<file path="src/rtl/differential_drive_odometry_assert.svh">
// ----------------------------------------------------------------------------
// differential drive odometry assertion macros
// shared property forms, clocked on clk and quiet while rst_n is low
// ----------------------------------------------------------------------------
`ifndef DIFFERENTIAL_DRIVE_ODOMETRY_ASSERT_SVH
`define DIFFERENTIAL_DRIVE_ODOMETRY_ASSERT_SVH

// consequent holds in the same cycle
`define DDO_ASSERT_SAME(label, ante, cons) \
    label: assert property (@(posedge clk) disable iff (!rst_n) (ante) |-> (cons)) \
        else $error("odometry assertion failed");

// consequent holds in the next cycle
`define DDO_ASSERT_NEXT(label, ante, cons) \
    label: assert property (@(posedge clk) disable iff (!rst_n) (ante) |=> (cons)) \
        else $error("odometry assertion failed");

`endif

</file>
<file path="src/rtl/ddo_pkg.sv">
// ----------------------------------------------------------------------------
// ddo_pkg
// widths, constants and helper functions for the odometry block
// ----------------------------------------------------------------------------
package ddo_pkg;

    localparam int TIME_W = 44;
    localparam int SPD_W  = 24;
    localparam int POS_W  = 32;
    localparam int TW_W   = 24;
    localparam int THR_W  = 16;
    localparam int CFG_D_W = 24;

    localparam int CORDIC_STEPS = 24;
    localparam int CS_W = 34;
    localparam int Z_W  = 33;

    localparam int MUL_A_W = 64;
    localparam int MUL_B_W = 45;
    localparam int MUL_P_W = 72;

    localparam int DIV_N_W = 64;
    localparam int DIV_D_W = 32;

    localparam int SH_W = MUL_P_W - 30;
    localparam int DF_W = MUL_P_W - 20;
    localparam int DYAW_LSB = 28;

    localparam logic [TW_W-1:0]  TW_RESET  = 24'd98304;
    localparam logic [THR_W-1:0] THR_RESET = 16'd7;

    localparam logic REG_TRACK_WIDTH = 1'b0;
    localparam logic REG_MOTION_THR  = 1'b1;

    localparam logic signed [CS_W-1:0] CORDIC_GAIN = 34'sd652032874;
    localparam logic [MUL_A_W-1:0] ANG_PER_RAD_Q8 = 64'd174992710548;
    localparam logic signed [CS_W-1:0] D_LIM = 34'sh1_0000_0000;
    localparam logic [DIV_N_W-1:0] R_LIM = 64'd2147483647;
    localparam logic signed [POS_W-1:0] POS_MAX = 32'sh7fff_ffff;
    localparam logic signed [POS_W-1:0] POS_MIN = 32'sh8000_0000;

    function automatic logic [31:0] atan_ba(input logic [4:0] idx);
        logic [31:0] v;
        case (idx)
            5'd0:  v = 32'd536870912;
            5'd1:  v = 32'd316933406;
            5'd2:  v = 32'd167458907;
            5'd3:  v = 32'd85007316;
            5'd4:  v = 32'd42667331;
            5'd5:  v = 32'd21354465;
            5'd6:  v = 32'd10679838;
            5'd7:  v = 32'd5340245;
            5'd8:  v = 32'd2670163;
            5'd9:  v = 32'd1335087;
            5'd10: v = 32'd667544;
            5'd11: v = 32'd333772;
            5'd12: v = 32'd166886;
            5'd13: v = 32'd83443;
            5'd14: v = 32'd41722;
            5'd15: v = 32'd20861;
            5'd16: v = 32'd10430;
            5'd17: v = 32'd5215;
            5'd18: v = 32'd2608;
            5'd19: v = 32'd1304;
            5'd20: v = 32'd652;
            5'd21: v = 32'd326;
            5'd22: v = 32'd163;
            5'd23: v = 32'd81;
            5'd24: v = 32'd41;
            5'd25: v = 32'd20;
            5'd26: v = 32'd10;
            5'd27: v = 32'd5;
            5'd28: v = 32'd3;
            5'd29: v = 32'd1;
            5'd30: v = 32'd1;
            default: v = 32'd0;
        endcase
        return v;
    endfunction

    // position plus shifted increment, clipped to the signed position range
    function automatic logic signed [POS_W-1:0] sat_add(
        input logic signed [POS_W-1:0] acc,
        input logic signed [SH_W-1:0]  inc
    );
        logic signed [SH_W+1:0] s;
        s = (SH_W+2)'(acc) + (SH_W+2)'(inc);
        if (s > (SH_W+2)'(POS_MAX))
            return POS_MAX;
        else if (s < (SH_W+2)'(POS_MIN))
            return POS_MIN;
        else
            return s[POS_W-1:0];
    endfunction

endpackage

</file>
<file path="src/rtl/ddo_if.sv">
// ----------------------------------------------------------------------------
// ddo channel interfaces
// wheel sample input, pose result output and register write channels
// ----------------------------------------------------------------------------
interface ddo_in_if import ddo_pkg::*; ();
    logic                    valid;
    logic                    ready;
    logic                    opcode;
    logic [TIME_W-1:0]       sample_time;
    logic signed [SPD_W-1:0] right_speed;
    logic signed [SPD_W-1:0] left_speed;

    modport source (output valid, opcode, sample_time, right_speed, left_speed,
                    input ready);
    modport sink (input valid, opcode, sample_time, right_speed, left_speed,
                  output ready);
endinterface

interface ddo_out_if import ddo_pkg::*; ();
    logic                    valid;
    logic                    ready;
    logic signed [POS_W-1:0] pose_x;
    logic signed [POS_W-1:0] pose_y;
    logic [POS_W-1:0]        pose_yaw;
    logic signed [SPD_W-1:0] mean_speed;
    logic                    time_latched_only;

    modport source (output valid, pose_x, pose_y, pose_yaw, mean_speed,
                    time_latched_only, input ready);
    modport sink (input valid, pose_x, pose_y, pose_yaw, mean_speed,
                  time_latched_only, output ready);
endinterface

interface ddo_cfg_if import ddo_pkg::*; ();
    logic               valid;
    logic               ready;
    logic               index;
    logic [CFG_D_W-1:0] data;

    modport source (output valid, index, data, input ready);
    modport sink (input valid, index, data, output ready);
endinterface

</file>
<file path="src/rtl/ddo_mul.sv">
// ----------------------------------------------------------------------------
// ddo_mul
// signed shift-add multiplier, one multiplier bit per cycle
// ----------------------------------------------------------------------------
module ddo_mul import ddo_pkg::*; (
    input  logic                      clk,
    input  logic                      rst_n,
    input  logic                      start,
    input  logic signed [MUL_A_W-1:0] a,
    input  logic signed [MUL_B_W-1:0] b,
    output logic                      done,
    output logic signed [MUL_P_W-1:0] prod
);

    localparam int CNT_W = $clog2(MUL_B_W);
    localparam logic [CNT_W-1:0] LAST = CNT_W'(MUL_B_W - 1);

    logic signed [MUL_P_W-1:0] mcand_reg;
    logic signed [MUL_P_W-1:0] acc_reg;
    logic signed [MUL_P_W-1:0] acc_next;
    logic [MUL_B_W-1:0]        mplier_reg;
    logic [CNT_W-1:0]          cnt_reg;
    logic                      busy_reg;
    logic                      done_reg;

    // top multiplier bit carries negative weight
    always_comb
    begin
        acc_next = acc_reg;
        if (mplier_reg[0])
        begin
            if (cnt_reg == LAST)
                acc_next = acc_reg - mcand_reg;
            else
                acc_next = acc_reg + mcand_reg;
        end
    end

    always_ff @(posedge clk or negedge rst_n)
    begin
        if (!rst_n)
        begin
            busy_reg <= 1'b0;
            done_reg <= 1'b0;
            cnt_reg  <= '0;
        end
        else
        begin
            done_reg <= busy_reg && (cnt_reg == LAST);
            if (start)
            begin
                busy_reg <= 1'b1;
                cnt_reg  <= '0;
            end
            else if (busy_reg)
            begin
                if (cnt_reg == LAST)
                    busy_reg <= 1'b0;
                cnt_reg <= cnt_reg + 1'b1;
            end
        end
    end

    always_ff @(posedge clk)
    begin
        if (start)
        begin
            mcand_reg  <= MUL_P_W'(a);
            mplier_reg <= b;
            acc_reg    <= '0;
        end
        else if (busy_reg)
        begin
            acc_reg    <= acc_next;
            mcand_reg  <= mcand_reg <<< 1;
            mplier_reg <= mplier_reg >> 1;
        end
    end

    assign done = done_reg;
    assign prod = acc_reg;

endmodule

</file>
<file path="src/rtl/ddo_div.sv">
// ----------------------------------------------------------------------------
// ddo_div
// unsigned restoring divider, one quotient bit per cycle
// ----------------------------------------------------------------------------
module ddo_div import ddo_pkg::*; (
    input  logic               clk,
    input  logic               rst_n,
    input  logic               start,
    input  logic [DIV_N_W-1:0] dividend,
    input  logic [DIV_D_W-1:0] divisor,
    output logic               done,
    output logic [DIV_N_W-1:0] quotient
);

    localparam int CNT_W = $clog2(DIV_N_W);
    localparam logic [CNT_W-1:0] LAST = CNT_W'(DIV_N_W - 1);

    logic [DIV_D_W-1:0] rem_reg;
    logic [DIV_N_W-1:0] quo_reg;
    logic [DIV_D_W-1:0] dsor_reg;
    logic [CNT_W-1:0]   cnt_reg;
    logic               busy_reg;
    logic               done_reg;
    logic [DIV_D_W:0]   trial;
    logic [DIV_D_W:0]   sub;
    logic               fits;

    always_comb
    begin
        trial = {rem_reg, quo_reg[DIV_N_W-1]};
        fits  = trial >= {1'b0, dsor_reg};
        sub   = trial - {1'b0, dsor_reg};
    end

    always_ff @(posedge clk or negedge rst_n)
    begin
        if (!rst_n)
        begin
            busy_reg <= 1'b0;
            done_reg <= 1'b0;
            cnt_reg  <= '0;
        end
        else
        begin
            done_reg <= busy_reg && (cnt_reg == LAST);
            if (start)
            begin
                busy_reg <= 1'b1;
                cnt_reg  <= '0;
            end
            else if (busy_reg)
            begin
                if (cnt_reg == LAST)
                    busy_reg <= 1'b0;
                cnt_reg <= cnt_reg + 1'b1;
            end
        end
    end

    always_ff @(posedge clk)
    begin
        if (start)
        begin
            rem_reg  <= '0;
            quo_reg  <= dividend;
            dsor_reg <= divisor;
        end
        else if (busy_reg)
        begin
            rem_reg <= fits ? sub[DIV_D_W-1:0] : trial[DIV_D_W-1:0];
            quo_reg <= {quo_reg[DIV_N_W-2:0], fits};
        end
    end

    assign done     = done_reg;
    assign quotient = quo_reg;

endmodule

</file>
<file path="src/rtl/ddo_cordic.sv">
// ----------------------------------------------------------------------------
// ddo_cordic
// iterative rotation cordic giving cosine and sine of a binary angle
// ----------------------------------------------------------------------------
module ddo_cordic import ddo_pkg::*; (
    input  logic                   clk,
    input  logic                   rst_n,
    input  logic                   start,
    input  logic [POS_W-1:0]       angle,
    output logic                   done,
    output logic signed [CS_W-1:0] cos_val,
    output logic signed [CS_W-1:0] sin_val
);

    localparam int CNT_W = $clog2(CORDIC_STEPS);
    localparam logic [CNT_W-1:0] LAST = CNT_W'(CORDIC_STEPS - 1);

    logic signed [CS_W-1:0] x_reg;
    logic signed [CS_W-1:0] y_reg;
    logic signed [Z_W-1:0]  z_reg;
    logic [1:0]             quad_reg;
    logic [CNT_W-1:0]       cnt_reg;
    logic                   busy_reg;
    logic                   done_reg;
    logic signed [CS_W-1:0] xs;
    logic signed [CS_W-1:0] ys;
    logic signed [Z_W-1:0]  at;

    always_comb
    begin
        xs = x_reg >>> cnt_reg;
        ys = y_reg >>> cnt_reg;
        at = $signed({1'b0, atan_ba(5'(cnt_reg))});
    end

    always_ff @(posedge clk or negedge rst_n)
    begin
        if (!rst_n)
        begin
            busy_reg <= 1'b0;
            done_reg <= 1'b0;
            cnt_reg  <= '0;
        end
        else
        begin
            done_reg <= busy_reg && (cnt_reg == LAST);
            if (start)
            begin
                busy_reg <= 1'b1;
                cnt_reg  <= '0;
            end
            else if (busy_reg)
            begin
                if (cnt_reg == LAST)
                    busy_reg <= 1'b0;
                cnt_reg <= cnt_reg + 1'b1;
            end
        end
    end

    always_ff @(posedge clk)
    begin
        if (start)
        begin
            x_reg    <= CORDIC_GAIN;
            y_reg    <= '0;
            z_reg    <= $signed({3'b000, angle[29:0]});
            quad_reg <= angle[31:30];
        end
        else if (busy_reg)
        begin
            if (!z_reg[Z_W-1])
            begin
                x_reg <= x_reg - ys;
                y_reg <= y_reg + xs;
                z_reg <= z_reg - at;
            end
            else
            begin
                x_reg <= x_reg + ys;
                y_reg <= y_reg - xs;
                z_reg <= z_reg + at;
            end
        end
    end

    // quadrant fold
    always_comb
    begin
        case (quad_reg)
            2'd0:
            begin
                cos_val = x_reg;
                sin_val = y_reg;
            end
            2'd1:
            begin
                cos_val = -y_reg;
                sin_val = x_reg;
            end
            2'd2:
            begin
                cos_val = -x_reg;
                sin_val = -y_reg;
            end
            default:
            begin
                cos_val = y_reg;
                sin_val = -x_reg;
            end
        endcase
    end

    assign done = done_reg;

endmodule

</file>
<file path="src/rtl/differential_drive_odometry.sv">
// ----------------------------------------------------------------------------
// differential_drive_odometry
// planar dead reckoning from wheel speeds, pose kept as x, y and yaw
//
// channel   dir   transfer
// samples   in    opcode, sample_time, right_speed, left_speed
// poses     out   pose_x, pose_y, pose_yaw, mean_speed, time_latched_only
// cfg       in    index, data (register write, always ready)
//
// clear, first sample and standstill go straight to the result, with no arithmetic unit
// straight motion: three multiplies and one cordic
// turn: five multiplies, two divides, two cordics
// the multiplier, divider and cordic are single units shared by all steps
// one sample at a time; a finished pose waits in the output register
// ----------------------------------------------------------------------------
`include "differential_drive_odometry_assert.svh"

module differential_drive_odometry import ddo_pkg::*; (
    input  logic  clk,
    input  logic  rst_n,
    ddo_in_if.sink   samples,
    ddo_out_if.source poses,
    ddo_cfg_if.sink  cfg
);

    localparam logic [4:0] S_IDLE   = 5'd0;
    localparam logic [4:0] S_EVAL   = 5'd1;
    localparam logic [4:0] S_ST_M1  = 5'd2;
    localparam logic [4:0] S_ST_M1W = 5'd3;
    localparam logic [4:0] S_ST_C   = 5'd4;
    localparam logic [4:0] S_ST_CW  = 5'd5;
    localparam logic [4:0] S_ST_M2  = 5'd6;
    localparam logic [4:0] S_ST_M2W = 5'd7;
    localparam logic [4:0] S_ST_M3  = 5'd8;
    localparam logic [4:0] S_ST_M3W = 5'd9;
    localparam logic [4:0] S_TU_M1  = 5'd10;
    localparam logic [4:0] S_TU_M1W = 5'd11;
    localparam logic [4:0] S_TU_D1  = 5'd12;
    localparam logic [4:0] S_TU_D1W = 5'd13;
    localparam logic [4:0] S_TU_M2  = 5'd14;
    localparam logic [4:0] S_TU_M2W = 5'd15;
    localparam logic [4:0] S_TU_D2  = 5'd16;
    localparam logic [4:0] S_TU_D2W = 5'd17;
    localparam logic [4:0] S_TU_M3  = 5'd18;
    localparam logic [4:0] S_TU_M3W = 5'd19;
    localparam logic [4:0] S_TU_C0  = 5'd20;
    localparam logic [4:0] S_TU_C0W = 5'd21;
    localparam logic [4:0] S_TU_C1  = 5'd22;
    localparam logic [4:0] S_TU_C1W = 5'd23;
    localparam logic [4:0] S_TU_M4  = 5'd24;
    localparam logic [4:0] S_TU_M4W = 5'd25;
    localparam logic [4:0] S_TU_M5  = 5'd26;
    localparam logic [4:0] S_TU_M5W = 5'd27;
    localparam logic [4:0] S_FINISH = 5'd28;

    logic [4:0] state_reg;
    logic [4:0] state_next;

    logic [TW_W-1:0]         tw_reg;
    logic [THR_W-1:0]        thr_reg;
    logic                    seen_first_reg;
    logic [TIME_W-1:0]       last_time_reg;
    logic signed [POS_W-1:0] pose_x_reg;
    logic signed [POS_W-1:0] pose_y_reg;
    logic [POS_W-1:0]        yaw_reg;
    logic signed [SPD_W-1:0] mean_reg;
    logic                    latched_reg;

    logic signed [SPD_W-1:0]  r_reg;
    logic signed [SPD_W-1:0]  l_reg;
    logic signed [TIME_W-1:0] dt_reg;
    logic signed [CS_W-1:0]   dist_reg;
    logic signed [POS_W-1:0]  rad_reg;
    logic signed [MUL_A_W-1:0] om_reg;
    logic [DIV_N_W-1:0]       p_reg;
    logic [POS_W-1:0]         ny_reg;
    logic signed [CS_W-1:0]   c0_reg;
    logic signed [CS_W-1:0]   s0_reg;
    logic signed [CS_W-1:0]   c1_reg;
    logic signed [CS_W-1:0]   s1_reg;

    logic                    out_valid_reg;
    logic signed [POS_W-1:0] out_x_reg;
    logic signed [POS_W-1:0] out_y_reg;
    logic [POS_W-1:0]        out_yaw_reg;
    logic signed [SPD_W-1:0] out_mean_reg;
    logic                    out_latched_reg;

    logic                      mul_start;
    logic signed [MUL_A_W-1:0] mul_a;
    logic signed [MUL_B_W-1:0] mul_b;
    logic                      mul_done;
    logic signed [MUL_P_W-1:0] mul_prod;
    logic                      div_start;
    logic [DIV_N_W-1:0]        div_n;
    logic [DIV_D_W-1:0]        div_d;
    logic                      div_done;
    logic [DIV_N_W-1:0]        div_quo;
    logic                      cor_start;
    logic [POS_W-1:0]          cor_angle;
    logic                      cor_done;
    logic signed [CS_W-1:0]    cor_cos;
    logic signed [CS_W-1:0]    cor_sin;

    logic signed [SPD_W:0] sum_w;
    logic signed [SPD_W:0] diff_w;
    logic [SPD_W:0]        mag_r;
    logic [SPD_W:0]        mag_l;
    logic [SPD_W:0]        mag_sum;
    logic [SPD_W:0]        mag_diff;
    logic [SPD_W:0]        thr_ext;
    logic                  moving;
    logic                  straight;
    logic [TW_W-1:0]       w_eff;
    logic signed [DF_W-1:0] d_full;
    logic signed [CS_W:0]  sin_diff;
    logic signed [CS_W:0]  cos_diff;
    logic [POS_W-1:0]      rad_mag;
    logic                  in_xfer;
    logic                  finish_go;

    assign in_xfer   = samples.valid && samples.ready;
    assign finish_go = (state_reg == S_FINISH) && (!out_valid_reg || poses.ready);

    always_comb
    begin
        sum_w    = {r_reg[SPD_W-1], r_reg} + {l_reg[SPD_W-1], l_reg};
        diff_w   = {r_reg[SPD_W-1], r_reg} - {l_reg[SPD_W-1], l_reg};
        mag_r    = r_reg[SPD_W-1] ? -{r_reg[SPD_W-1], r_reg} : {1'b0, r_reg};
        mag_l    = l_reg[SPD_W-1] ? -{l_reg[SPD_W-1], l_reg} : {1'b0, l_reg};
        mag_sum  = sum_w[SPD_W] ? -sum_w : sum_w;
        mag_diff = diff_w[SPD_W] ? -diff_w : diff_w;
        thr_ext  = (SPD_W+1)'(thr_reg);
        moving   = (mag_r > thr_ext) || (mag_l > thr_ext);
        straight = (mag_diff < thr_ext) || (diff_w == '0);
        // zero track width behaves as one lsb
        w_eff    = (tw_reg == '0) ? TW_W'(1) : tw_reg;
        d_full   = mul_prod[MUL_P_W-1:20];
        sin_diff = {s1_reg[CS_W-1], s1_reg} - {s0_reg[CS_W-1], s0_reg};
        cos_diff = {c0_reg[CS_W-1], c0_reg} - {c1_reg[CS_W-1], c1_reg};
        rad_mag  = (div_quo > R_LIM) ? R_LIM[POS_W-1:0] : div_quo[POS_W-1:0];
    end

    // shared unit operand selection
    always_comb
    begin
        mul_start = 1'b0;
        mul_a     = '0;
        mul_b     = '0;
        div_start = 1'b0;
        div_n     = '0;
        div_d     = '0;
        cor_start = 1'b0;
        cor_angle = yaw_reg;
        case (state_reg)
            S_ST_M1:
            begin
                mul_start = 1'b1;
                mul_a     = MUL_A_W'(r_reg);
                mul_b     = MUL_B_W'(dt_reg);
            end
            S_ST_C, S_TU_C0:
            begin
                cor_start = 1'b1;
            end
            S_ST_M2:
            begin
                mul_start = 1'b1;
                mul_a     = MUL_A_W'(dist_reg);
                mul_b     = MUL_B_W'(c0_reg);
            end
            S_ST_M3:
            begin
                mul_start = 1'b1;
                mul_a     = MUL_A_W'(dist_reg);
                mul_b     = MUL_B_W'(s0_reg);
            end
            S_TU_M1:
            begin
                mul_start = 1'b1;
                mul_a     = $signed(MUL_A_W'(w_eff));
                mul_b     = $signed(MUL_B_W'(mag_sum));
            end
            S_TU_D1:
            begin
                div_start = 1'b1;
                div_n     = p_reg;
                div_d     = DIV_D_W'({mag_diff, 1'b0});
            end
            S_TU_M2:
            begin
                mul_start = 1'b1;
                mul_a     = $signed(ANG_PER_RAD_Q8);
                mul_b     = $signed(MUL_B_W'(mag_diff));
            end
            S_TU_D2:
            begin
                div_start = 1'b1;
                div_n     = p_reg;
                div_d     = DIV_D_W'(w_eff);
            end
            S_TU_M3:
            begin
                mul_start = 1'b1;
                mul_a     = om_reg;
                mul_b     = MUL_B_W'(dt_reg);
            end
            S_TU_C1:
            begin
                cor_start = 1'b1;
                cor_angle = ny_reg;
            end
            S_TU_M4:
            begin
                mul_start = 1'b1;
                mul_a     = MUL_A_W'(rad_reg);
                mul_b     = MUL_B_W'(sin_diff);
            end
            S_TU_M5:
            begin
                mul_start = 1'b1;
                mul_a     = MUL_A_W'(rad_reg);
                mul_b     = MUL_B_W'(cos_diff);
            end
            default:
            begin
                mul_start = 1'b0;
            end
        endcase
    end

    always_comb
    begin
        state_next = state_reg;
        case (state_reg)
            S_IDLE:
            begin
                if (in_xfer)
                begin
                    if (samples.opcode || !seen_first_reg)
                        state_next = S_FINISH;
                    else
                        state_next = S_EVAL;
                end
            end
            S_EVAL:
            begin
                if (!moving)
                    state_next = S_FINISH;
                else if (straight)
                    state_next = S_ST_M1;
                else
                    state_next = S_TU_M1;
            end
            S_ST_M1:  state_next = S_ST_M1W;
            S_ST_M1W: if (mul_done) state_next = S_ST_C;
            S_ST_C:   state_next = S_ST_CW;
            S_ST_CW:  if (cor_done) state_next = S_ST_M2;
            S_ST_M2:  state_next = S_ST_M2W;
            S_ST_M2W: if (mul_done) state_next = S_ST_M3;
            S_ST_M3:  state_next = S_ST_M3W;
            S_ST_M3W: if (mul_done) state_next = S_FINISH;
            S_TU_M1:  state_next = S_TU_M1W;
            S_TU_M1W: if (mul_done) state_next = S_TU_D1;
            S_TU_D1:  state_next = S_TU_D1W;
            S_TU_D1W: if (div_done) state_next = S_TU_M2;
            S_TU_M2:  state_next = S_TU_M2W;
            S_TU_M2W: if (mul_done) state_next = S_TU_D2;
            S_TU_D2:  state_next = S_TU_D2W;
            S_TU_D2W: if (div_done) state_next = S_TU_M3;
            S_TU_M3:  state_next = S_TU_M3W;
            S_TU_M3W: if (mul_done) state_next = S_TU_C0;
            S_TU_C0:  state_next = S_TU_C0W;
            S_TU_C0W: if (cor_done) state_next = S_TU_C1;
            S_TU_C1:  state_next = S_TU_C1W;
            S_TU_C1W: if (cor_done) state_next = S_TU_M4;
            S_TU_M4:  state_next = S_TU_M4W;
            S_TU_M4W: if (mul_done) state_next = S_TU_M5;
            S_TU_M5:  state_next = S_TU_M5W;
            S_TU_M5W: if (mul_done) state_next = S_FINISH;
            S_FINISH: if (finish_go) state_next = S_IDLE;
            default:  state_next = S_IDLE;
        endcase
    end

    // control and pose state
    always_ff @(posedge clk or negedge rst_n)
    begin
        if (!rst_n)
        begin
            state_reg      <= S_IDLE;
            tw_reg         <= TW_RESET;
            thr_reg        <= THR_RESET;
            seen_first_reg <= 1'b0;
            last_time_reg  <= '0;
            pose_x_reg     <= '0;
            pose_y_reg     <= '0;
            yaw_reg        <= '0;
            mean_reg       <= '0;
            out_valid_reg  <= 1'b0;
        end
        else
        begin
            state_reg <= state_next;

            if (cfg.valid)
            begin
                case (cfg.index)
                    REG_TRACK_WIDTH: tw_reg  <= cfg.data[TW_W-1:0];
                    REG_MOTION_THR:  thr_reg <= cfg.data[THR_W-1:0];
                    default:         tw_reg  <= tw_reg;
                endcase
            end

            if (in_xfer)
            begin
                if (samples.opcode)
                begin
                    pose_x_reg <= '0;
                    pose_y_reg <= '0;
                    yaw_reg    <= '0;
                end
                else
                begin
                    seen_first_reg <= 1'b1;
                    last_time_reg  <= samples.sample_time;
                end
            end

            if (state_reg == S_EVAL)
                mean_reg <= sum_w[SPD_W:1];

            if (mul_done)
            begin
                case (state_reg)
                    S_ST_M2W: pose_x_reg <= sat_add(pose_x_reg, mul_prod[MUL_P_W-1:30]);
                    S_ST_M3W: pose_y_reg <= sat_add(pose_y_reg, mul_prod[MUL_P_W-1:30]);
                    S_TU_M4W: pose_x_reg <= sat_add(pose_x_reg, mul_prod[MUL_P_W-1:30]);
                    S_TU_M5W:
                    begin
                        pose_y_reg <= sat_add(pose_y_reg, mul_prod[MUL_P_W-1:30]);
                        yaw_reg    <= ny_reg;
                    end
                    default: yaw_reg <= yaw_reg;
                endcase
            end

            if (finish_go)
                out_valid_reg <= 1'b1;
            else if (poses.ready)
                out_valid_reg <= 1'b0;
        end
    end

    // working registers of one sample
    always_ff @(posedge clk)
    begin
        if (in_xfer)
        begin
            r_reg       <= samples.right_speed;
            l_reg       <= samples.left_speed;
            dt_reg      <= samples.sample_time - last_time_reg;
            latched_reg <= !samples.opcode && !seen_first_reg;
        end

        case (state_reg)
            S_ST_M1W:
            begin
                if (d_full > DF_W'(D_LIM))
                    dist_reg <= D_LIM;
                else if (d_full < -DF_W'(D_LIM))
                    dist_reg <= -D_LIM;
                else
                    dist_reg <= d_full[CS_W-1:0];
            end
            S_ST_CW, S_TU_C0W:
            begin
                c0_reg <= cor_cos;
                s0_reg <= cor_sin;
            end
            S_TU_C1W:
            begin
                c1_reg <= cor_cos;
                s1_reg <= cor_sin;
            end
            S_TU_M1W, S_TU_M2W:
            begin
                p_reg <= mul_prod[DIV_N_W-1:0];
            end
            S_TU_D1W:
            begin
                // radius sign follows sum against difference
                if (sum_w[SPD_W] != diff_w[SPD_W])
                    rad_reg <= -$signed(rad_mag);
                else
                    rad_reg <= $signed(rad_mag);
            end
            S_TU_D2W:
            begin
                if (diff_w[SPD_W])
                    om_reg <= -$signed(div_quo);
                else
                    om_reg <= $signed(div_quo);
            end
            S_TU_M3W:
            begin
                ny_reg <= yaw_reg + mul_prod[DYAW_LSB+POS_W-1:DYAW_LSB];
            end
            default:
            begin
                ny_reg <= ny_reg;
            end
        endcase

        if (finish_go)
        begin
            out_x_reg       <= pose_x_reg;
            out_y_reg       <= pose_y_reg;
            out_yaw_reg     <= yaw_reg;
            out_mean_reg    <= mean_reg;
            out_latched_reg <= latched_reg;
        end
    end

    ddo_mul u_mul (
        .clk   (clk),
        .rst_n (rst_n),
        .start (mul_start),
        .a     (mul_a),
        .b     (mul_b),
        .done  (mul_done),
        .prod  (mul_prod)
    );

    ddo_div u_div (
        .clk      (clk),
        .rst_n    (rst_n),
        .start    (div_start),
        .dividend (div_n),
        .divisor  (div_d),
        .done     (div_done),
        .quotient (div_quo)
    );

    ddo_cordic u_cordic (
        .clk     (clk),
        .rst_n   (rst_n),
        .start   (cor_start),
        .angle   (cor_angle),
        .done    (cor_done),
        .cos_val (cor_cos),
        .sin_val (cor_sin)
    );

    assign samples.ready = (state_reg == S_IDLE);
    assign cfg.ready     = 1'b1;

    assign poses.valid             = out_valid_reg;
    assign poses.pose_x            = out_x_reg;
    assign poses.pose_y            = out_y_reg;
    assign poses.pose_yaw          = out_yaw_reg;
    assign poses.mean_speed        = out_mean_reg;
    assign poses.time_latched_only = out_latched_reg;

    `DDO_ASSERT_NEXT(a_clear_zeroes_pose, in_xfer && samples.opcode,
        pose_x_reg == '0 && pose_y_reg == '0 && yaw_reg == '0)
    `DDO_ASSERT_SAME(a_no_unit_done_idle, state_reg == S_IDLE,
        !mul_done && !div_done && !cor_done)
    `DDO_ASSERT_NEXT(a_first_sample_latch, in_xfer && !samples.opcode && !seen_first_reg,
        seen_first_reg && last_time_reg == $past(samples.sample_time))

endmodule
</file>
<file path="src/flat_wrapper.sv">
// flat-port wrapper written by rule: the top's interface ports become plain ports
module differential_drive_odometry_flat import ddo_pkg::*;
  (clk, rst_n, samples_valid, samples_opcode, samples_sample_time, samples_right_speed, samples_left_speed, samples_ready, poses_valid, poses_pose_x, poses_pose_y, poses_pose_yaw, poses_mean_speed, poses_time_latched_only, poses_ready, cfg_valid, cfg_index, cfg_data, cfg_ready);
  ddo_in_if samples_i ();
  ddo_out_if poses_i ();
  ddo_cfg_if cfg_i ();
  input  logic clk;
  input  logic rst_n;
  input wire logic [$bits(samples_i.valid)-1:0] samples_valid;
  input wire logic [$bits(samples_i.opcode)-1:0] samples_opcode;
  input wire logic [$bits(samples_i.sample_time)-1:0] samples_sample_time;
  input wire logic [$bits(samples_i.right_speed)-1:0] samples_right_speed;
  input wire logic [$bits(samples_i.left_speed)-1:0] samples_left_speed;
  output wire logic [$bits(samples_i.ready)-1:0] samples_ready;
  output wire logic [$bits(poses_i.valid)-1:0] poses_valid;
  output wire logic [$bits(poses_i.pose_x)-1:0] poses_pose_x;
  output wire logic [$bits(poses_i.pose_y)-1:0] poses_pose_y;
  output wire logic [$bits(poses_i.pose_yaw)-1:0] poses_pose_yaw;
  output wire logic [$bits(poses_i.mean_speed)-1:0] poses_mean_speed;
  output wire logic [$bits(poses_i.time_latched_only)-1:0] poses_time_latched_only;
  input wire logic [$bits(poses_i.ready)-1:0] poses_ready;
  input wire logic [$bits(cfg_i.valid)-1:0] cfg_valid;
  input wire logic [$bits(cfg_i.index)-1:0] cfg_index;
  input wire logic [$bits(cfg_i.data)-1:0] cfg_data;
  output wire logic [$bits(cfg_i.ready)-1:0] cfg_ready;
  assign samples_i.valid = samples_valid;
  assign samples_i.opcode = samples_opcode;
  assign samples_i.sample_time = samples_sample_time;
  assign samples_i.right_speed = samples_right_speed;
  assign samples_i.left_speed = samples_left_speed;
  assign samples_ready = samples_i.ready;
  assign poses_valid = poses_i.valid;
  assign poses_pose_x = poses_i.pose_x;
  assign poses_pose_y = poses_i.pose_y;
  assign poses_pose_yaw = poses_i.pose_yaw;
  assign poses_mean_speed = poses_i.mean_speed;
  assign poses_time_latched_only = poses_i.time_latched_only;
  assign poses_i.ready = poses_ready;
  assign cfg_i.valid = cfg_valid;
  assign cfg_i.index = cfg_index;
  assign cfg_i.data = cfg_data;
  assign cfg_ready = cfg_i.ready;
  differential_drive_odometry u_core (.clk(clk), .rst_n(rst_n), .samples(samples_i), .poses(poses_i), .cfg(cfg_i));
endmodule
</file>
<file path="config.mk">
export PLATFORM = sky130hd
export DESIGN_NAME = differential_drive_odometry_flat
export DESIGN_NICKNAME = d
export VERILOG_FILES = /design/src/rtl/ddo_pkg.sv /design/src/rtl/ddo_if.sv /design/src/rtl/ddo_mul.sv /design/src/rtl/ddo_div.sv /design/src/rtl/ddo_cordic.sv /design/src/rtl/differential_drive_odometry.sv /design/src/flat_wrapper.sv
export VERILOG_INCLUDE_DIRS = /design/src /design/src/rtl
export SDC_FILE = /design/constraint.sdc
export NUM_CORES = 2
export LEC_CHECK = 0
export ABC_AREA = 1
export BUFFER_PORTS_ARGS = -buffer_cell sky130_fd_sc_hd__buf_4
export CORE_MARGIN = 1.5
export CORE_UTILIZATION = 50
export CTS_CLUSTER_DIAMETER = 120
export DETAILED_ROUTE_END_ITERATION = 8
export PLACE_DENSITY = 0.71
export SLEW_MARGIN = 20
export SYNTH_ARGS = -nofsm -noshare
export SYNTH_HDL_FRONTEND = slang
export SYNTH_SLANG_ARGS = --single-unit
</file>
<file path="constraint.sdc">
create_clock -name clk -period 8.1 [get_ports clk]
set_clock_uncertainty 0.05 [all_clocks]
set_input_delay 0.405 -clock clk [delete_from_list [all_inputs] [get_ports clk]]
set_output_delay 0.405 -clock clk [all_outputs]
set_load 0.02 [all_outputs]
</file>
# Word level (Yosys, flattened, before mapping)
# Memories as Yosys holds them, arrays and structs flattened.
# Cells that the tools add are included.
[word_totals]
regBits = 1230
romBits = 960
in_bits = 123
out_inout_bits = 124
wordCells = 263
n_memories = 1
[memory_table]
columns = ["name", "depth", "word_bits", "read_ports", "rd_clocked_by_memory_dff", "wr", "line", "rtl"]
rows = [
  ["(no name shown)", 32, 30, 1, 0, 0, "ddo_pkg.sv:44", "case (idx)"],
]
[classes]
add_sub_neg = 28
magnitude_cmp = 11
n_eq_ne = 49
shift = 2
muxes = 83
bitwise = 2
reduce_logical = 38
[ops]
columns = ["cell", "n"]
rows = [
  ["$mux 32", 19],
  ["$pmux 64 s6", 1],
  ["$pmux 45 s7", 1],
  ["$mux 64", 4],
  ["$mux 72", 3],
  ["$pmux 34 s3", 2],
  ["$pmux 5 s28", 1],
  ["$mux 34", 3],
  ["$mux 25", 4],
  ["$neg 25->25", 4],
  ["$mux 45", 2],
  ["$mux 5", 18],
  ["$gt 44x32->1 const B", 2],
  ["$lt 44x32->1 const B", 2],
  ["$add 32x42->43", 2],
  ["$add 72x72->72", 1],
  ["$sub 72x72->72", 1],
  ["$eq 5x5->1 const B", 14],
  ["$sub 34x34->35", 2],
  ["$add 34x34->34", 2],
  ["$neg 34->34", 2],
  ["$sshr 34x5->34", 2],
  ["$sub 34x34->34", 2],
  ["$gt 64x31->1 const B", 1],
  ["49 further kinds", 118],
]

# Longest topological paths before layout
[depth]
word_depth = 8
depth_mapped = 37
ltp_nobuf = 36

# Modules after synthesis
# From an unflattened synthesis, not the netlist that was laid out.
[unflattened]
hier_cells = 13607
hier_area_um2 = 96513.8
[by_module_without_submodules]
columns = ["mod", "n_inst", "cells_each", "area_each_um2", "seq_area_each_um2"]
rows = [
  ["differential_drive_odometry", 1, 6557, 52753.1, 22582.9],
  ["ddo_cordic", 1, 3301, 18985.7, 2557.5],
  ["ddo_mul", 1, 2621, 16468.3, 5154.9],
  ["ddo_div", 1, 1128, 8306.7, 3723.6],
]

# Least setup slack after synthesis
# Ideal clock, no wire load.
[synth_timing]
path_type = "reg2reg"
from = "register u_core.state_reg[4]"
to = "register u_core.last_time_reg[34]"
setup_ps = 78
t_arrival_ps = 6663
required_time_ps = 7972
slack_ps = 1310
stages_incl_launch_ff = 11
n_path_buf = 3
period_less_slack_ps = 6790
cell_sequence = "dfrtp_1 clkbuf_1 nor2_1 inv_1 nor2_1 inv_1 nor2_1 nand2_1 clkbuf_1 buf_1 a21oi_1"
[synth_via]
elab_chain_cells = 3
[synth_rtl]
columns = ["item", "line", "rtl"]
rows = [
  ["from (decl)", "differential_drive_odometry.sv:56", "logic [4:0] state_reg;"],
  ["from (signal assigned)", "differential_drive_odometry.sv:304", "state_reg <= state_next;"],
  ["$logic_not 5->1", "differential_drive_odometry.sv:455", "assign samples.ready = (state_reg == S_IDLE);"],
  ["named net samples_ready", "flat_wrapper.sv:14", "output wire logic [$bits(samples_i.ready)-1:0] samples_ready;"],
  ["$logic_and 1x1->1", "differential_drive_odometry.sv:122", "assign in_xfer = samples.valid && samples.ready;"],
  ["named net u_core.in_xfer", "differential_drive_odometry.sv:119", "logic in_xfer;"],
  ["$reduce_and 2->1 (no line)", "--", ""],
  ["to (signal assigned)", "differential_drive_odometry.sv:326", "last_time_reg <= samples.sample_time;"],
  ["to (decl)", "differential_drive_odometry.sv:62", "logic [TIME_W-1:0] last_time_reg;"],
]
# The timed path passes the listed nets, and every way through them passes these cells.
# A chain may end at the register's enable or synchronous reset.

# Worst setup path after layout
[layout_timing]
from = "register u_core.l_reg[23]"
to = "register u_core.state_reg[3]"
[layout_via]
elab_chain_cells = 8
elab_cells_between_ends = 13
classes_between = "3 x add/sub; 2 x order compare; 5 x mux; 3 x reduce/logical"
[layout_rtl]
columns = ["item", "line", "rtl"]
rows = [
  ["from (decl)", "differential_drive_odometry.sv:70", "logic signed [SPD_W-1:0] l_reg;"],
  ["from (signal assigned)", "differential_drive_odometry.sv:361", "l_reg <= samples.left_speed;"],
  ["$sub 24x24->25", "differential_drive_odometry.sv:128", "diff_w = {r_reg[SPD_W-1], r_reg} - {l_reg[SPD_W-1], l_reg};"],
  ["$neg 25->25", "differential_drive_odometry.sv:132", "mag_diff = diff_w[SPD_W] ? -diff_w : diff_w;"],
  ["$mux 25", "differential_drive_odometry.sv:132", ""],
  ["$lt 25x16->1", "differential_drive_odometry.sv:135", "straight = (mag_diff < thr_ext) || (diff_w == '0);"],
  ["$logic_or 1x1->1", "differential_drive_odometry.sv:135", ""],
  ["$mux 4", "differential_drive_odometry.sv:250", "else if (straight)"],
  ["$mux 5 *", "differential_drive_odometry.sv:248", "if (!moving)"],
  ["$pmux 5 s28 *", "differential_drive_odometry.sv:235", "case (state_reg)"],
]
# Every way passes the cells marked *; elsewhere a longest branch is shown, timed or not.

==> impl_metrics.json <==
{
  "min_to": "u_core.tw_reg[16]",
  "r2r_slack_ns": 2.00,
  "final_cell_mix": "nand2_1 (2541), inv_1 (1670), nor2_1 (1290)",
  "relSlewSlack_pct": 13.3,
  "start_kind": "register",
  "min_period_ns": 6.10,
  "final_common_cell": "nand2_1",
  "slowest_stage": "edfxtp_1",
  "cap_violations": 0,
  "period_share_pct": 75.3,
  "vdd_drop_max_uv": 208,
  "rsz0062_at_grt": "no",
  "cellInternalPower_mw": 10.9,
  "worstMarginPinSlew_ns": 1.30,
  "io_pins": 247,
  "chipWidth_um": 432,
  "final_util_pct": 56.1,
  "vias": 91600,
  "swShare_pct": 22.8,
  "port_buffers": 245,
  "worstSkewPairLatency_ns": 0.84,
  "post_cts_resized": 0,
  "r2r-start": "u_core.l_reg[23]",
  "synth-edff-count": 815,
  "cp.required_ns": 8.75,
  "crit_path_max_incr_delay_ns": 0.75,
  "cp_common_cell": "nand2_1",
  "yosysSeqAreaShare_pct": 36.7,
  "fmax_ghz": 0.164,
  "synth-async-reset-ratio_pct": 19.1,
  "viasPerCell": 6.00,
  "wl_um": 375000,
  "synth_area_mm2": 0.0921,
  "core-area_mm2": 0.183,
  "htreeDepth": 4,
  "grt_pass1_vias": 86100,
  "numCtsBuffers": 144,
  "seqPwrFrac_pct": 47.1,
  "drt-pass1-iter-count": 7,
  "grt_pass1_wl_um": 550000,
  "fp.dieArea_mm2": 0.187,
  "drt-initial-drc-count": 10300,
  "layout_setup_ws_ns": 2.00,
  "slew_viol_final": 0,
  "cts_tree": "built",
  "drc": 0,
  "syn_nets": 13100,
  "num_rows": 157,
  "die_h_um": 432,
  "status": "completed",
  "syn_to_final_growth_pct": 11.6,
  "clkPwrFrac_pct": 49.8,
  "grt_overflow": 0,
  "postPlaceCellArea_mm2": 0.0964,
  "fin_tns_setup_ns": 0,
  "arrival_ns": 6.75,
  "hold_viol_final": 0,
  "syn_area_per_cell_um2": 7.42,
  "yosysWarnings": 0,
  "drtAntennaViolNets": 0,
  "wl_per_cell_um": 24.6,
  "synth_cell_type_count": 86,
  "clkSinkCount": 1224,
  "worst_setup_path_end_kind": "register",
  "final_layout_size_suffix_gt1_share_pct": 6.60,
  "grt_util_all_layers_pct": 39.0,
  "hp-start": "cfg_valid",
  "hold_path.class": "input pin to register",
  "dp_slack_ns": 2.17,
  "worstSetupPathType": "register to register",
  "power_density_mw_per_mm2": 138,
  "total_power_mw": 14.2,
  "dp_hpwl_um": 289000,
  "cts-root-buf": "clkbuf_16",
  "cts.clk_slew.worst_paths_ns": 0.07,
  "design_area_mm2": 0.103,
  "combPwrFrac_pct": 3.1,
  "clockBufferDepth": 3,
  "r2r_end": "u_core.state_reg[3]",
  "setup_viol": 0,
  "synth_flop_cell": "edfxtp_1",
  "reg2reg_depth": 30,
  "crit_fanout": 36,
  "grt_max_degree": 120,
  "synthCells": 12400,
  "nets": 13300,
  "ys_ff_latch": 1224,
  "power.switching_mw": 3.22,
  "min_path_cells": 5,
  "antenna_found_initial": 14,
  "initial_core_util_pct": 50.3,
  "place.gp.congestion": 1.04,
  "leakagePower_nw": 45.1
}
==> power by group through the flow <==
| stage | logic (mW) | registers, mW | clock network, mW |
|---|---|---|---|
| finish | 0.436 | 6.67 | 7.05 |
| global route | 0.478 | 6.67 | 7.32 |
| CTS | 0.427 | 6.67 | 7.09 |
| detailed placement | 0.377 | 6.80 | 0 |
| global placement | 0.371 | 6.80 | 0 |
| floorplan | 0.205 | 6.79 | 0 |
==> through the flow <==
step | std cells | hold slack [ns]
floorplan | 12400 | 0.0594
global placement | 14900 | 0.353
detailed placement | 14900 | 0.366
CTS | 15200 | 0.0713
global route | 15200 | 0.143
finish | 15300 | 0.129
==> area by class of cell <==
type,instances,area (µm²)
fill,17200,80400
multi-input combinational,9086,50200
sequential,1224,33800
inverter,1715,6450
timing repair buffer,489,4030
clock buffer,184,3880
tap,2464,3080
clock inverter,85,1180
antenna,9,22.5
==> logic make-up (layout without fill, tap and decap cells) <==
group	Yosys count	after routing	synth area share (%)
AND/OR/NAND/NOR	5291	5291	24.4
AO/OA/AOI/OAI	2596	2596	16.2
buffers and inverters	2094	2473	8.89
flip-flops	1224	1224	36.7
XOR/XNOR	646	646	6.17
adder cells (fa/ha/maj)	551	551	7.59
other	1	10	0.00407
multiplexers	1	1	0.0122
==> cells in the mapped netlist, types with 30 or more instances <==
master	number	area (µm²)
nand2_1	2548	9560
inv_1	1674	6280
nor2_1	1311	4920
a21oi_1	1026	5130
edfxtp_1	815	24500
nand3_1	814	4070
o21ai_0	770	3850
ha_1	538	6730
xor2_1	483	4230
dfrtp_1	229	5730
clkbuf_1	225	845
nor3_1	183	916
dfxtp_1	175	3500
nand4_1	175	1090
xnor2_1	161	1410
a31oi_1	96	601
o211ai_1	90	676
nor4_1	89	557
buf_2	78	390
o21a_1	71	533
o21ai_1	68	340
o22ai_1	65	407
a221oi_1	62	543
a21o_1	48	360
o221ai_1	47	412
o21bai_1	38	285
o2111ai_1	36	315
a22oi_1	35	263
buf_1	31	116
or2_2	31	194
a21boi_0	30	225
buf_4	30	225
==> repair_timing <==
action / CTS / global route
setup buffers: 0 / 0
endpoints found under the hold margin: 243 / 0
hold buffers: 118 / 0
==> worst max path at each step <==
| stage | from | end | slack [ns] | cells past startpoint |
|---|---|---|---|---|
| 4_1_cts | u_core.u_cordic.cnt_reg[0] | u_core.u_cordic.x_reg[25] | 2.16 | 31 |
| 5_1_grt | u_core.l_reg[23] | u_core.state_reg[3] | 1.50 | 30 |
| 3_5_place_dp | u_core.u_cordic.cnt_reg[0] | u_core.u_cordic.x_reg[25] | 2.17 | 29 |
| 6_report | u_core.l_reg[23] | u_core.state_reg[3] | 2.00 | 30 |
| 3_3_place_gp | u_core.u_cordic.cnt_reg[0] | u_core.u_cordic.y_reg[33] | 2.26 | 33 |
| 2_1_floorplan | u_core.state_reg[4] | u_core.last_time_reg[34] | 1.31 | 10 |
==> critical path, delay by kind of cell, from the launching register on <==
family	cells	cell delay, ns
buffers and inverters	3	1.03
AND/OR/NAND/NOR	18	1.47
flip-flops	1	0.75
AO/OA/AOI/OAI	5	0.75
XOR/XNOR	2	0.94
adder cells (fa/ha/maj)	2	0.98
==> per-layer routing <==
metal / global-route usage [%] / wire, µm / vias up / share of wire, %
li1: - / - / 42400 / -
met1: 52.2 / 153000 / 43500 / 41
met2: 60.3 / 164000 / 4837 / 44
met5: 0 / 41 / - / 0.011
met4: 19.1 / 21100 / 6 / 5.6
met3: 7.75 / 37000 / 896 / 9.9
Power figures use the tool's default switching activity.
